$ cat config.mk
export PLATFORM = sky130hd
export DESIGN_NAME = pscc_cell
export DESIGN_NICKNAME = d
export VERILOG_FILES = /design/src/rtl/pscc_pkg.sv /design/src/rtl/pscc_cell.sv
export SDC_FILE = /design/constraint.sdc
export NUM_CORES = 1
export LEC_CHECK = 0
export BUFFER_PORTS_ARGS = -buffer_cell sky130_fd_sc_hd__buf_2
export CELL_PAD_IN_SITES_DETAIL_PLACEMENT = 0
export CELL_PAD_IN_SITES_GLOBAL_PLACEMENT = 2
export CORE_MARGIN = 2
export CORE_UTILIZATION = 28
export DETAILED_ROUTE_END_ITERATION = 7
export MAX_ROUTING_LAYER = met4
export PLACE_DENSITY = 0.88
export REMOVE_ABC_BUFFERS = 1
export SLEW_MARGIN = 40
export SYNTH_ARGS = -nofsm -noshare
export SYNTH_HDL_FRONTEND = slang
export SYNTH_SLANG_ARGS = --single-unit
$ cat constraint.sdc
create_clock -name clock -period 2.6 [get_ports clock]
set_input_delay 0.39 -clock clock [delete_from_list [all_inputs] [get_ports clock]]
set_output_delay 0.39 -clock clock [all_outputs]
set_load 0.03 [all_outputs]
$ cat src/rtl/pscc_pkg.sv
`timescale 1ns / 1ps
// ----------------------------------------------------------------------------
// pscc_pkg
// Shared constants and types for the polyline self-crossing check.
// ----------------------------------------------------------------------------
package pscc_pkg;

   localparam int MaxVerticesDefault = 64;
   localparam int CoordBitsDefault   = 16;
   localparam int PortCoordBits      = 16;

   typedef struct packed {
      logic load;   // shift a new vertex in at the head of the chain
      logic rotate; // pass every vertex one cell forward, tail wraps to head
   } shift_ctrl_type;

endpackage

$ cat src/rtl/pscc_cell.sv
`timescale 1ns / 1ps
// ----------------------------------------------------------------------------
// pscc_cell
// One vertex slot of the shift chain; takes its neighbor's vertex on a move.
// ----------------------------------------------------------------------------
module pscc_cell
   import pscc_pkg::*;
#(
   parameter int CoordBits = CoordBitsDefault
) (
   input  logic                        clock,
   input  shift_ctrl_type              ctrl,
   input  logic signed [CoordBits-1:0] prev_x,
   input  logic signed [CoordBits-1:0] prev_y,
   output logic signed [CoordBits-1:0] vert_x,
   output logic signed [CoordBits-1:0] vert_y
);

   logic signed [CoordBits-1:0] x_ff, y_ff;

   always_ff @(posedge clock) begin
      if (ctrl.load || ctrl.rotate) begin
         x_ff <= prev_x;
         y_ff <= prev_y;
      end
   end

   assign vert_x = x_ff;
   assign vert_y = y_ff;

endmodule

## After elaboration in Yosys (flattened, before gate mapping)

Cells that the tools add are included.

- Reduce and logical (&&, ||, !) cells: 1

Operators by type and width:

| kind | number |
|---|---|
| 1-bit logical OR | 1 |

- Bits of input ports: 35
- Output and inout bits: 32
- Logic and storage cells: 3
- Flip-flop bits (word level): 32

## Longest topological paths before layout

Gate-level depths: netlist (run 1).

- Depth in word-level cells: 1
- Depth in mapped cells: 1
- Gate-level depth less buffers: 1

## Worst setup path before layout (run 1)

OpenSTA, ideal clock, no wires.

- Path type: input to register
- Start: input ctrl[1] (netlist name)
- End: register x_ff[0], in the netlist vert_x[0] (enable)
- Stages: 1
- Arrival: 1,133 ps
- Slack: 1,077 ps
- Path buffers: 0
- Setup time: 390 ps
- Required time: 2,210 ps
- Path through: or2_1

- Word-level cells in the longest chain between the ends: 1

Ends and longest elaborated chain:

| what | line | source |
|---|---|---|
| from (decl) | pscc_cell.sv:12 | `input shift_ctrl_type ctrl,` |
| 1-bit logical OR | pscc_cell.sv:22 | `if (ctrl.load \|\| ctrl.rotate) begin` |
| to (signal assigned) | pscc_cell.sv:23 | `x_ff <= prev_x;` |
| to (decl) | pscc_cell.sv:19 | `logic signed [CoordBits-1:0] x_ff, y_ff;` |

No other way between the ends.
A chain may end at the register's enable or synchronous reset.

## Worst setup path after layout (run 1)

- Start: register x_ff[13], in the netlist vert_x[13]
- End: output vert_x[13]

RTL lines:

| what | line | source |
|---|---|---|
| to (decl) | pscc_cell.sv:15 | `output logic signed [CoordBits-1:0] vert_x,` |

No word-level cell between the ends.

==> flow_metrics.py, run 1 <==
metrics = {
    "layout": {
        "nets": 142,
        "fin_util_pct": 42.22,
        "drive_above_1_share_pct": 68.22,
        "syn2layout_area_growth_pct": 45.67,
        "fin_cells": 153,
        "fillerInstances": 317,
        "antenna_cells": 0,
    },
    "placed_design": {
        "gp_congestion": 0.5952,
        "io_buffers": 66,
        "place_inst": 146,
    },
    "clock_network": {
        "cts_root_buffer": "clkbuf_4",
        "postCtsSetupBuffers": 0,
        "cts_num_sinks": 32,
        "cts_buffers": 5,
        "cts_tree": "done",
        "cts_hold_buf": 0,
        "cts_resized": 0,
        "clock_path_buffers": 2,
        "path_clk_slew_ns": 0.09,
        "htreeDepth": 2,
    },
    "timing": {
        "worstMarginPinSlew_ns": 0.3461,
        "slew_violations": 0,
        "fmax_ghz": 0.7864,
        "setup_tns_ns": 0,
        "maxSlewHeadroom_pct": 76.93,
        "min_period_ns": 1.272,
        "rsz0062_at_grt": "false",
        "min_period_over_period_pct": 48.91,
        "setup_viol_count_final": 0,
        "hold_violations": 0,
    },
    "global_routing": {
        "grt_overflow": 0,
        "antenna_found_initial": 0,
        "grt_pass1_wl_mm": 2.497,
        "grt_pass1_vias": 577,
        "grt_max_degree": 29,
        "grtUsageTotal_pct": 9.120,
    },
    "setup_path": {
        "setup.worst_path.class": "register to primary output",
        "cp_cell_sequence": "buf_2",
        "critPathLaunchType": "register",
        "cp_max_fo": 1,
        "slowest_delay_ns": 0.38,
        "cpLargestDelayFamily": "flip-flops",
        "crit_slowest_cell": "edfxtp_1",
        "arrival_ns": 0.88,
        "crit_buf_inv": 1,
        "required_ns": 2.21,
        "end_kind": "primary output",
    },
    "synthesis": {
        "yosys-top-cells-count": "edfxtp_1 (32), or2_1 (1)",
        "synth_top_flop_cell": "edfxtp_1",
        "synth_edf_count": 32,
        "yosys-top-cells-area": "edfxtp_1 (99%), or2_1 (0.65%)",
        "ys_warn_count": 0,
        "synth_xor_area_share_pct": 0,
        "async_flop_share_pct": 0,
        "synth_cells": 33,
        "synth_compound_area_share_pct": 0,
        "ys_ff_latch": 32,
        "syn-cell-area_sq_um": 967.2,
        "synth_top_family_by_area": "simple AND/OR/NAND/NOR gates",
        "synth_adder_area_share_pct": 0,
        "synth_most_common_cell": "edfxtp_1",
        "synthSimpleGateAreaFrac_pct": 0.6468,
        "synth.distinct_cells": 2,
        "synthMuxAreaShare_pct": 0,
        "yosysTopAreaCell": "edfxtp_1",
        "avgSynthCellArea_sq_um": 29.31,
        "ys_seq_area_share_pct": 99.35,
        "yosys.area.top_type_share_pct": 99.35,
    },
    "drt": {
        "drtIter0Drc": 11,
        "avgRoutedWirePerCell_um": 11.03,
        "firstDrtPassIters": 3,
        "num_vias": 584,
        "drtAntennaViolNets": 0,
        "viasPerCell": 3.817,
        "drc": 0,
        "wl_mm": 1.687,
    },
    "outcome": {
        "outcome": "completed",
    },
    "power_and_ir_drop": {
        "comb_power_share_pct": 16.6,
        "p_int_w": 0.0007670,
        "p_switching_w": 0.0002765,
        "p_per_area_nw_per_um2": 740.7,
        "power_leakage_nw": 0.6201,
        "power_w": 0.001044,
        "vdd_drop_max_mv": 0.2930,
        "switching_share_pct": 26.50,
        "seqPwrFrac_pct": 60.2,
        "pwr-share-clk_pct": 23.2,
    },
    "die": {
        "start_util_pct": 28.98,
        "row_count": 21,
        "fp.dieH_um": 62.77,
        "ios": 67,
        "die_w_um": 62.77,
        "dieArea_sq_um": 3940,
        "core-area_sq_um": 3337,
    },
    "min_path": {
        "min_path_type": "primary input to register",
    },
    "run": {
        "maxCapViolCount": 0,
    },
}
-- cells in the final DEF (no fill, tap or decap) --
| cell type | netlist | layout |
|---|---|---|
| clkbuf_1 | 0 | 1 |
| buf_4 | 0 | 1 |
| or2_1 | 1 | 1 |
| edfxtp_1 | 32 | 32 |
| clkbuf_4 | 0 | 5 |
| buf_2 | 0 | 66 |
| clkinv_2 | 0 | 1 |
-- cells by family (layout without fill, tap and decap cells) --
family                 Yosys count  count (layout)
AND/OR/NAND/NOR                  1               1
buffers and inverters            0              74
flip-flops                      32              32
-- sequential cells by signal, indices dropped and copies added (netlist names) --
signal / flops
vert_x: 16
vert_y: 16
-- metrics by stage --
step	hold slack (ns)	cell area, sq um	setup slack, ns
final	0.2468	1409	1.328
after global routing	0.2161	1409	1.271
after CTS	0.2245	1409	1.297
after floorplan	0.4889	967.2	1.077
after detailed placement	0.5683	1363	1.203
after global placement	0.5663	1363	1.265
-- final cells by class --
| type | instances | area, sq um | share of cell area, % |
|---|---|---|---|
| repair buffers | 67 | 337.8 | 23.98 |
| flip-flops and latches | 32 | 960.9 | 68.21 |
| clock inverters | 1 | 5.005 | 0.3552 |
| multi-input cells | 1 | 6.256 | 0.4441 |
| well taps | 46 | 57.56 | 4.085 |
| clock buffers | 6 | 41.29 | 2.931 |
-- path summary, 6_finish.rpt --
path                       start          to  depth (start not counted)
worst max-delay path  vert_x[13]  vert_x[13]                          1
worst min-delay path   prev_x[8]   vert_x[8]                          1
-- power groups by stage --
stage | Combinational [W] | Sequential [W] | Clock [W]
5_1_grt | 0.000181 | 0.000634 | 0.000276
3_3_place_gp | 0.000174 | 0.000639 | 0
6_report | 0.000173 | 0.000628 | 0.000242
3_5_place_dp | 0.000175 | 0.000641 | 0
4_1_cts | 0.000176 | 0.000630 | 0.000257
2_1_floorplan | 0.00000717 | 0.000741 | 0
-- layer usage --
metal / vias up / wire, um / GRT usage (%) / part of all wire, %
met3: 4 / 147 / 4.144 / 8.7
li1: 280 / - / - / -
met5: - / 0 / - / 0
met1: 263 / 541 / 7.729 / 32
met2: 37 / 963 / 15.59 / 57
met4: 0 / 34 / 6.667 / 2.0
Note: power is estimated with default switching activity, not from simulation.
==> run 2, diff against run 1 <==
CORE_UTILIZATION = 26   (was 28)
PLACE_DENSITY = 0.83   (was 0.88)
clock period = 1.3 ns   (was 2.6 ns; I/O delays follow)
==> run 2 against run 1 <==
Compared with the run above: utilization down 1.9 points; largest cell class unchanged; cell area increased by 3.3%; total power is 120% higher; critical path type unchanged; sequential share of layout area down 2.2 points; clock-buffer cell count stayed put; first-iteration DRC count up 73%.
==> flow_metrics.py, run 2 (synthesis gave the netlist of run 1 again) <==
metrics = {
    "outcome": {
        "outcome": "completed",
    },
    "drt": {
        "wl_mm": 1.872,
        "viasPerCell": 3.826,
        "drtIter0Drc": 19,
        "drtAntennaViolNets": 0,
        "avgRoutedWirePerCell_um": 12.08,
        "num_vias": 593,
        "drc": 0,
        "firstDrtPassIters": 3,
    },
    "timing": {
        "hold_violations": 0,
        "slew_violations": 0,
        "worstMarginPinSlew_ns": 0.1701,
        "fmax_ghz": 0.9687,
        "setup_viol_count_final": 0,
        "min_period_over_period_pct": 79.41,
        "hold_slack_ns": 0.09752,
        "rsz0062_at_grt": "false",
        "maxSlewHeadroom_pct": 88.66,
        "min_period_ns": 1.032,
        "setup_tns_ns": 0,
    },
    "layout": {
        "final_common_cell": "buf_2",
        "drive_above_1_share_pct": 68.22,
        "syn2layout_area_growth_pct": 50.45,
        "mostFrequentLayoutCells": "buf_2 (66), edfxtp_1 (32), clkbuf_8 (5)",
        "antenna_cells": 0,
        "nets": 142,
        "fin_util_pct": 40.35,
        "fillerInstances": 343,
    },
    "setup_path": {
        "worstSetupEndpoint": "vert_y[3]",
        "crit_path_start": "vert_y[3]",
        "crit_buf_inv": 1,
        "cp_cell_sequence": "buf_2",
        "crit_cells": 1,
        "arrival_ns": 0.84,
        "end_kind": "primary output",
        "setup.worst_path.class": "register to primary output",
        "slowest_delay_ns": 0.37,
        "critPathLaunchType": "register",
        "cpLargestDelayFamily": "flip-flops",
        "crit_slowest_cell": "edfxtp_1",
        "required_ns": 1.11,
        "cp_max_fo": 1,
    },
    "clock_network": {
        "cts_num_sinks": 32,
        "postCtsSetupBuffers": 0,
        "cts_root_buffer": "clkbuf_8",
        "cts_buffers": 5,
        "cts_tree": "done",
        "clock_path_buffers": 2,
        "path_clk_slew_ns": 0.06,
        "cts_hold_buf": 0,
        "htreeDepth": 2,
        "cts_resized": 0,
    },
    "power_and_ir_drop": {
        "p_per_area_nw_per_um2": 1574,
        "vdd_drop_max_mv": 0.7088,
        "power_w": 0.002290,
        "power_leakage_nw": 0.6386,
    },
    "die": {
        "core-area_sq_um": 3606,
        "ios": 67,
        "fp.dieH_um": 64.99,
        "dieArea_sq_um": 4224,
        "die_w_um": 64.99,
        "row_count": 22,
        "start_util_pct": 26.82,
    },
    "global_routing": {
        "grt_overflow": 0,
        "antenna_found_initial": 0,
        "grt_max_degree": 33,
        "grt_pass1_wl_mm": 2.856,
        "grt_pass1_vias": 621,
        "grtUsageTotal_pct": 10.24,
    },
    "min_path": {
        "hold_path_startpoint": "prev_x[0]",
        "min_path_type": "primary input to register",
    },
    "placed_design": {
        "gp_congestion": 0.6164,
        "dp_hpwl_mm": 1.412,
        "io_buffers": 66,
    },
    "run": {
        "maxCapViolCount": 0,
    },
}
==> run 2: worst min-delay path by stage <==
stage / end / slack (ns) / depth (start not counted)
final: vert_x[0] / 0.1 / 1
after global routing: vert_y[12] / 0.08 / 1
after CTS: vert_y[6] / 0.08 / 1
after detailed placement: vert_x[9] / 0.37 / 1
after global placement: vert_x[15] / 0.37 / 1
after floorplan: vert_x[0] / 0.29 / 0
==> run 2: per-stage QoR <==
step | instance area (sq um) | setup WS, ns | instances
2_1_floorplan | 967.2 | -0.02838 | 33
3_3_place_gp | 1378 | 0.3138 | 148
3_5_place_dp | 1378 | 0.3093 | 148
4_1_cts | 1455 | 0.2503 | 155
5_1_grt | 1455 | 0.2261 | 155
6_report | 1455 | 0.2677 | 155
==> run 2: per-layer routing <==
layer,global-route usage (%),vias to the layer above,part of all wire (%)
li1,-,278,-
met1,10.34,273,36
met2,14.95,38,49
met3,6.250,4,12
met4,6.383,0,2.5
met5,-,-,0
==> run 2: power breakdown <==
part	internal [W]	switching (W)	leakage, nW
combinational	0.000102	0.000250	0.272
clock	0.000363	0.000314	0.0410
sequential	0.00124	0.0000212	0.326
==> run 2: layout make-up <==
type	instances	area, sq um	area share (%)
Clock inverter	1	5.005	0.3439
Tap cell	48	60.06	4.127
Clock buffer	6	72.57	4.987
Timing Repair Buffer	67	350.3	24.08
Sequential cell	32	960.9	66.04
Multi-Input combinational cell	1	6.256	0.4299
==> run 3, diff against run 2 <==
clock period = 1 ns   (was 1.3 ns; I/O delays follow)
==> run 3 against run 2 <==
Compared with the run above: global-route usage fell by 0.26 points; clock-buffer cell count did not move; final cell count rose by 1.3%; non-clock buffer count rose by 1; highest routed layer unchanged; first-iteration DRC count rose by 26%; sequential power rose by 31%; worst setup slack got worse by 0.26 ns; clock power rose by 73%; combinational power rose by 52%; largest power group unchanged; critical path type unchanged; sequential share of layout area fell by 5.9 points; die area did not move; via count rose by 0.51%.
==> flow_metrics.py, run 3 (synthesis gave the netlist of run 1 again) <==
metrics = {
    "timing": {
        "rsz0062_at_grt": "true",
        "worstMarginPinSlew_ns": 0.1608,
        "hold_violations": 0,
        "fmax_ghz": 1.007,
        "setup_tns_ns": 0,
        "maxSlewHeadroom_pct": 89.35,
        "slew_violations": 0,
        "hold_slack_ns": 0.04518,
        "setup_viol_count_final": 0,
        "min_period_over_period_pct": 99.33,
        "min_period_ns": 0.9933,
    },
    "clock_network": {
        "cts_root_buffer": "clkbuf_8",
        "cts_num_sinks": 32,
        "htreeDepth": 2,
        "path_clk_slew_ns": 0.06,
        "cts_tree": "done",
        "cts_buffers": 5,
        "cts_hold_buf": 0,
        "cts_resized": 6,
        "clock_path_buffers": 2,
        "postCtsSetupBuffers": 0,
    },
    "drt": {
        "wl_mm": 1.942,
        "viasPerCell": 3.796,
        "drtIter0Drc": 24,
        "avgRoutedWirePerCell_um": 12.37,
        "drc": 0,
        "drtAntennaViolNets": 0,
        "num_vias": 596,
        "firstDrtPassIters": 3,
    },
    "setup_path": {
        "setup.worst_path.class": "register to primary output",
        "critPathLaunchType": "register",
        "required_ns": 0.85,
        "cp_max_fo": 1,
        "slowest_delay_ns": 0.41,
        "cp_cell_sequence": "buf_6",
        "crit_buf_inv": 1,
        "cpLargestDelayFamily": "flip-flops",
        "end_kind": "primary output",
        "crit_cells": 1,
        "arrival_ns": 0.84,
        "crit_slowest_cell": "edfxtp_1",
    },
    "die": {
        "core-area_sq_um": 3606,
        "ios": 67,
        "fp.dieH_um": 64.99,
        "row_count": 22,
        "die_w_um": 64.99,
        "dieArea_sq_um": 4224,
        "start_util_pct": 26.82,
    },
    "global_routing": {
        "grt_pass1_wl_mm": 2.835,
        "grt_overflow": 0,
        "grtUsageTotal_pct": 9.973,
        "grt_max_degree": 24,
        "grt_pass1_vias": 580,
        "antenna_found_initial": 0,
    },
    "min_path": {
        "min_path_type": "primary input to register",
        "holdPathStages": 1,
        "whs_endpoint": "vert_y[9]",
        "hold_path_startpoint": "prev_y[9]",
    },
    "layout": {
        "nets": 143,
        "fin_cells": 157,
        "design_area_sq_um": 1598,
        "drive_above_1_share_pct": 68.81,
        "syn2layout_area_growth_pct": 65.20,
        "seqCellArea_sq_um": 960.9,
        "multi_input_area_sq_um": 6.256,
        "mostFrequentLayoutCells": "buf_2 (45), edfxtp_1 (32), buf_6 (14)",
        "fillerInstances": 341,
        "antenna_cells": 0,
        "final_common_cell": "buf_2",
    },
    "power_and_ir_drop": {
        "p_per_area_nw_per_um2": 2106,
        "power_w": 0.003365,
        "vdd_drop_max_mv": 1.320,
        "power_leakage_nw": 0.6927,
    },
    "placed_design": {
        "place_inst": 149,
        "gp_congestion": 0.6292,
        "io_buffers": 66,
        "placedInstanceArea_sq_um": 1385,
    },
    "run": {
        "maxCapViolCount": 0,
    },
    "outcome": {
        "outcome": "completed",
    },
}
[run 3: metal layers]
metal,GRT usage (%),share of wire (%),wire length (um),up-vias
li1,-,-,-,282
met1,10.92,39,752,271
met2,14.56,49,956,38
met3,4.688,9.3,180,5
met4,6.383,2.7,52,0
met5,-,0,0,-
[run 3: per-stage QoR]
stage | setup slack, ns | utilization [%]
2_1_floorplan | -0.2834 | -
3_3_place_gp | 0.04997 | 38.41
3_5_place_dp | 0.04463 | 38.41
4_1_cts | -0.002551 | 41.92
5_1_grt | -0.02764 | 44.31
6_report | 0.006662 | 44.31
[run 3: power by group]
| part | total [W] | switching (W) | internal [W] |
|---|---|---|---|
| Combinational | 0.000537 | 0.000328 | 0.000209 |
| Clock | 0.00117 | 0.000435 | 0.000738 |
| Sequential | 0.00165 | 0.0000419 | 0.00161 |
| Total | 0.00336 | 0.000805 | 0.00256 |
[run 3: worst max path at each step]
stage | start | endpoint
floorplan | ctrl[1] | vert_x[0]
global placement | ctrl[0] | vert_y[15]
detailed placement | ctrl[0] | vert_y[15]
CTS | vert_y[10] | vert_y[10]
global route | vert_y[10] | vert_y[10]
finish | vert_y[10] | vert_y[10]
[run 3: layout make-up]
| type | instances | share of cell area [%] |
|---|---|---|
| Sequential cell | 32 | 60.14 |
| Clock inverter | 2 | 2.193 |
| Multi-Input combinational cell | 1 | 0.3915 |
| Clock buffer | 6 | 4.542 |
| Timing Repair Buffer | 68 | 28.97 |
| Tap cell | 48 | 3.759 |
